File: config.mk
export PLATFORM = sky130hd
export DESIGN_NAME = rhdc_cmp
export DESIGN_NICKNAME = d
export VERILOG_FILES = /design/src/hw/rtl/rhdc_pkg.sv /design/src/hw/rtl/rhdc_cmp.sv
export SDC_FILE = /design/constraint.sdc
export NUM_CORES = 1
export LEC_CHECK = 0
export BUFFER_PORTS_ARGS = -buffer_cell sky130_fd_sc_hd__buf_2
export CAP_MARGIN = 0
export CORE_AREA = 2 2 108 110
export DETAILED_ROUTE_END_ITERATION = 12
export DIE_AREA = 0 0 110 112
export MAX_ROUTING_LAYER = met4
export PLACE_DENSITY = 0.66
export SYNTH_ARGS = -nofsm -noshare
export SYNTH_HDL_FRONTEND = slang
export SYNTH_SLANG_ARGS = --single-unit
export TNS_END_PERCENT = 5
File: constraint.sdc
create_clock -name vclk -period 8.5
set_input_delay 1.7 -clock vclk [all_inputs]
set_output_delay 1.7 -clock vclk [all_outputs]
set_load 0.005 [all_outputs]
File: src/hw/rtl/rhdc_pkg.sv
// Package for the record heapsort duplicate counter.
// Holds the capacity, derived widths and the record type; no dependencies.
package rhdc_pkg;

  localparam int MAX_RECORDS = 1024;
  localparam int AW = (MAX_RECORDS > 1) ? $clog2(MAX_RECORDS) : 1;
  localparam int CW = $clog2(MAX_RECORDS + 1);
  localparam int KW = AW + 2;

  localparam int DEV_W = 64;
  localparam int INO_W = 64;
  localparam int IDX_W = 10;
  localparam int CNT_W = 10;
  localparam logic [CNT_W-1:0] DRIFT_MAX = {CNT_W{1'b1}};

  typedef logic [AW-1:0] addr_t;
  typedef logic [CW-1:0] count_t;
  typedef logic [KW-1:0] kid_t;

  typedef struct packed {
    logic [DEV_W-1:0] device;
    logic [INO_W-1:0] inode;
    logic [IDX_W-1:0] index;
    logic             link;
  } rec_t;

  localparam int REC_W = $bits(rec_t);

endpackage

File: src/hw/rtl/rhdc_cmp.sv
// Shared key comparator: device, then inode, then entry index, ascending.
// Depends on rhdc_pkg for the record type.
module rhdc_cmp (
  input  rhdc_pkg::rec_t a,
  input  rhdc_pkg::rec_t b,
  output logic           precedes
);
  import rhdc_pkg::*;

  always_comb begin
    if (a.device != b.device) begin
      precedes = a.device < b.device;
    end else if (a.inode != b.inode) begin
      precedes = a.inode < b.inode;
    end else begin
      precedes = a.index < b.index;
    end
  end
endmodule

==> metrics <==
Mapped Nets 892; HP Class primary input to output port; row cnt 39; 1st-pass router iterations 4; Routed Antenna Nets 0; P_int 112 µW; I/O pin count 279; DRC 0; fin nets 1,171; RSZ-0062 raised after global routing no; sequential power share 0%; Tightest Pin Transition 488 ps; syn_area_per_cell 7.29 µm²; Compound-Gate Fraction of Synth Area 21.1%; CORE AREA 11,200 µm²; mux cell area share after synthesis 0%; Period minus WS final 5800 ps; adder-cell share of the synthesized area 49.3%; clock share of power 0%; post-CTS setup buffer count 0; Yosys cell types 38; CP Launch Type primary input; largest net degree at the start of global routing 4; FF+latch area 0 µm²; fmax 0.173 GHz; CP Class primary input to output port; drt via density 4.59; I/O Buffers 277; power share of the combinational group 100.0%; final hold viol count 0; fin. max-slew vios 0; Syn Inst Count 477; largest family of logic cells by synthesized area adder cells; simple-gate portion of the synthesized area 14.6%; Layout area overhead 45.2%; CP delay by family, top simple AND/OR/NAND/NOR gates; global route overflow 0; First DRT Iteration DRCs 123; Crit path buffers/inverters 3; initial antenna violation count 2; switching power of the nets 91.5 µW; largest stage delay on the critical path 520 ps; post-detail-place hpwl 10,000 µm; Seq/Total Area, Yosys 0%; cells along the critical path buf_2, inv_1, ha_1, nand4_1, nor4_1, nand3_1, nor4_4, o211a_1, o211ai_1, o211ai_2, buf_2; Max Cap Viol 0; Pwr Density 40.3 nW/µm²; Cell Area, Synth 3480 µm²; Max IR drop VDD 19.3 µV; GRT Total Usage 16.3%; Slowest cell on crit path nor4_4; Yosys warnings 0; GPL Wtd Cong 0.803; Min-Delay Path Depth 6; dpl cell area 5040 µm²; # clk buffers 0; Die X 110 µm; Initial Util 31.1%; CP endpoint kind output port; fin area 5050 µm²; post-CTS sizing 0; sequential cell count 0; WP data required 6800 ps; routed wire length 10,300 µm; routed via count 4,123; XOR/XNOR Fraction of Synth Area 0%; WP data arrival 4100 ps; cell repeated most along the worst path buf_2; per-cell routed wire length 11.5 µm; Die Height 112 µm; fraction of layout cells with a size suffix above 1 37.5%; first-pass GRT wire length 16,200 µm; Die Footprint 12,300 µm²; Post-CTS Hold Buffers 0; Critical Path Stages 11; endpoints failing setup 0; vias in the first global route 4,013; Max Fanout on Critical Path 3; final setup TNS 0 ps; leakage 3.41 nW; outcome completed; crit share post-route 68.2%; Net Sw Frac 45.0%; Slew headroom 67.0%
==> cell usage after synthesis (2+ instances only) <==
cell type	number	area, µm²
a21o_1	31	233
nor4_1	4	25.0
nand3_1	9	45.0
nand2b_1	3	18.8
a211oi_1	2	15.0
o21ai_0	11	55.1
nor2_1	10	37.5
and4_1	2	17.5
nor2b_1	5	31.3
or4_1	2	15.0
inv_1	139	522
a2bb2oi_1	2	17.5
nand2_1	16	60.1
a2111oi_0	2	17.5
nand4_1	26	163
o21a_1	5	37.5
o211ai_1	5	37.5
ha_1	137	1710
nor4b_1	2	17.5
a21oi_1	45	225
and2_1	2	12.5
==> through the flow <==
| step | std cells | setup WS [ps] | power (mW) | hold WS, ps | util [%] |
|---|---|---|---|---|---|
| final | 899 | 2700 | 0.203 | 4020 | 45.2 |
| after global placement | 897 | 2670 | 0.203 | 4030 | 45.1 |
| after CTS | 897 | 2630 | 0.207 | 4040 | 45.1 |
| after floorplan | 477 | 3300 | 0.112 | 3740 | - |
| after detailed placement | 897 | 2640 | 0.205 | 4040 | 45.1 |
| after global routing | 899 | 2480 | 0.239 | 4080 | 45.2 |
==> layer usage <==
layer	up-vias	global-route usage, %	wire [µm]
li1	2229	-	-
met1	1720	17.5	4090
met2	164	31.5	5110
met3	10	1.99	915
met4	0	2.45	187
met5	-	-	0
==> power groups by stage <==
stage	Combinational (mW)	Clock, mW	Sequential (mW)
3_5_place_dp	0.205	0	0
2_1_floorplan	0.112	0	0
5_1_grt	0.239	0.0000000315	0
3_3_place_gp	0.203	0	0
4_1_cts	0.207	0	0
6_report	0.203	0.0000000315	0
==> layout make-up <==
cell class | count | area, µm²
multi-input combinational | 338 | 2960
tap | 143 | 179
timing repair buffer | 277 | 1390
fill | 1182 | 6130
antenna | 2 | 5.00
inverter | 139 | 522
==> cell families (layout without fill, tap and decap cells) <==
family | after synthesis | in the layout
buffers and inverters | 139 | 416
AOI/OAI and AO/OA | 113 | 113
adders and majority gates | 137 | 137
and+or+nand+nor | 88 | 88
other | 0 | 2
==> final timing paths <==
path	from	endpoint	slack, ps
max	b[137]	precedes	2700
min	a[138]	precedes	4020
==> cells in the final DEF, fill, tap and decap left out, drive strengths merged, types with 3 or more instances in the layout <==
cell,synthesis,final
buf,0,277
inv,139,139
ha,137,137
a21oi,45,45
a21o,31,31
nand4,26,26
nand2,16,16
o21ai,11,11
nor2,10,10
nand3,9,9
o211ai,6,6
nor2b,5,5
o21a,5,5
nor4,5,5
nand2b,3,3
or4,3,3
Note: power is estimated with default switching activity, not from simulation.
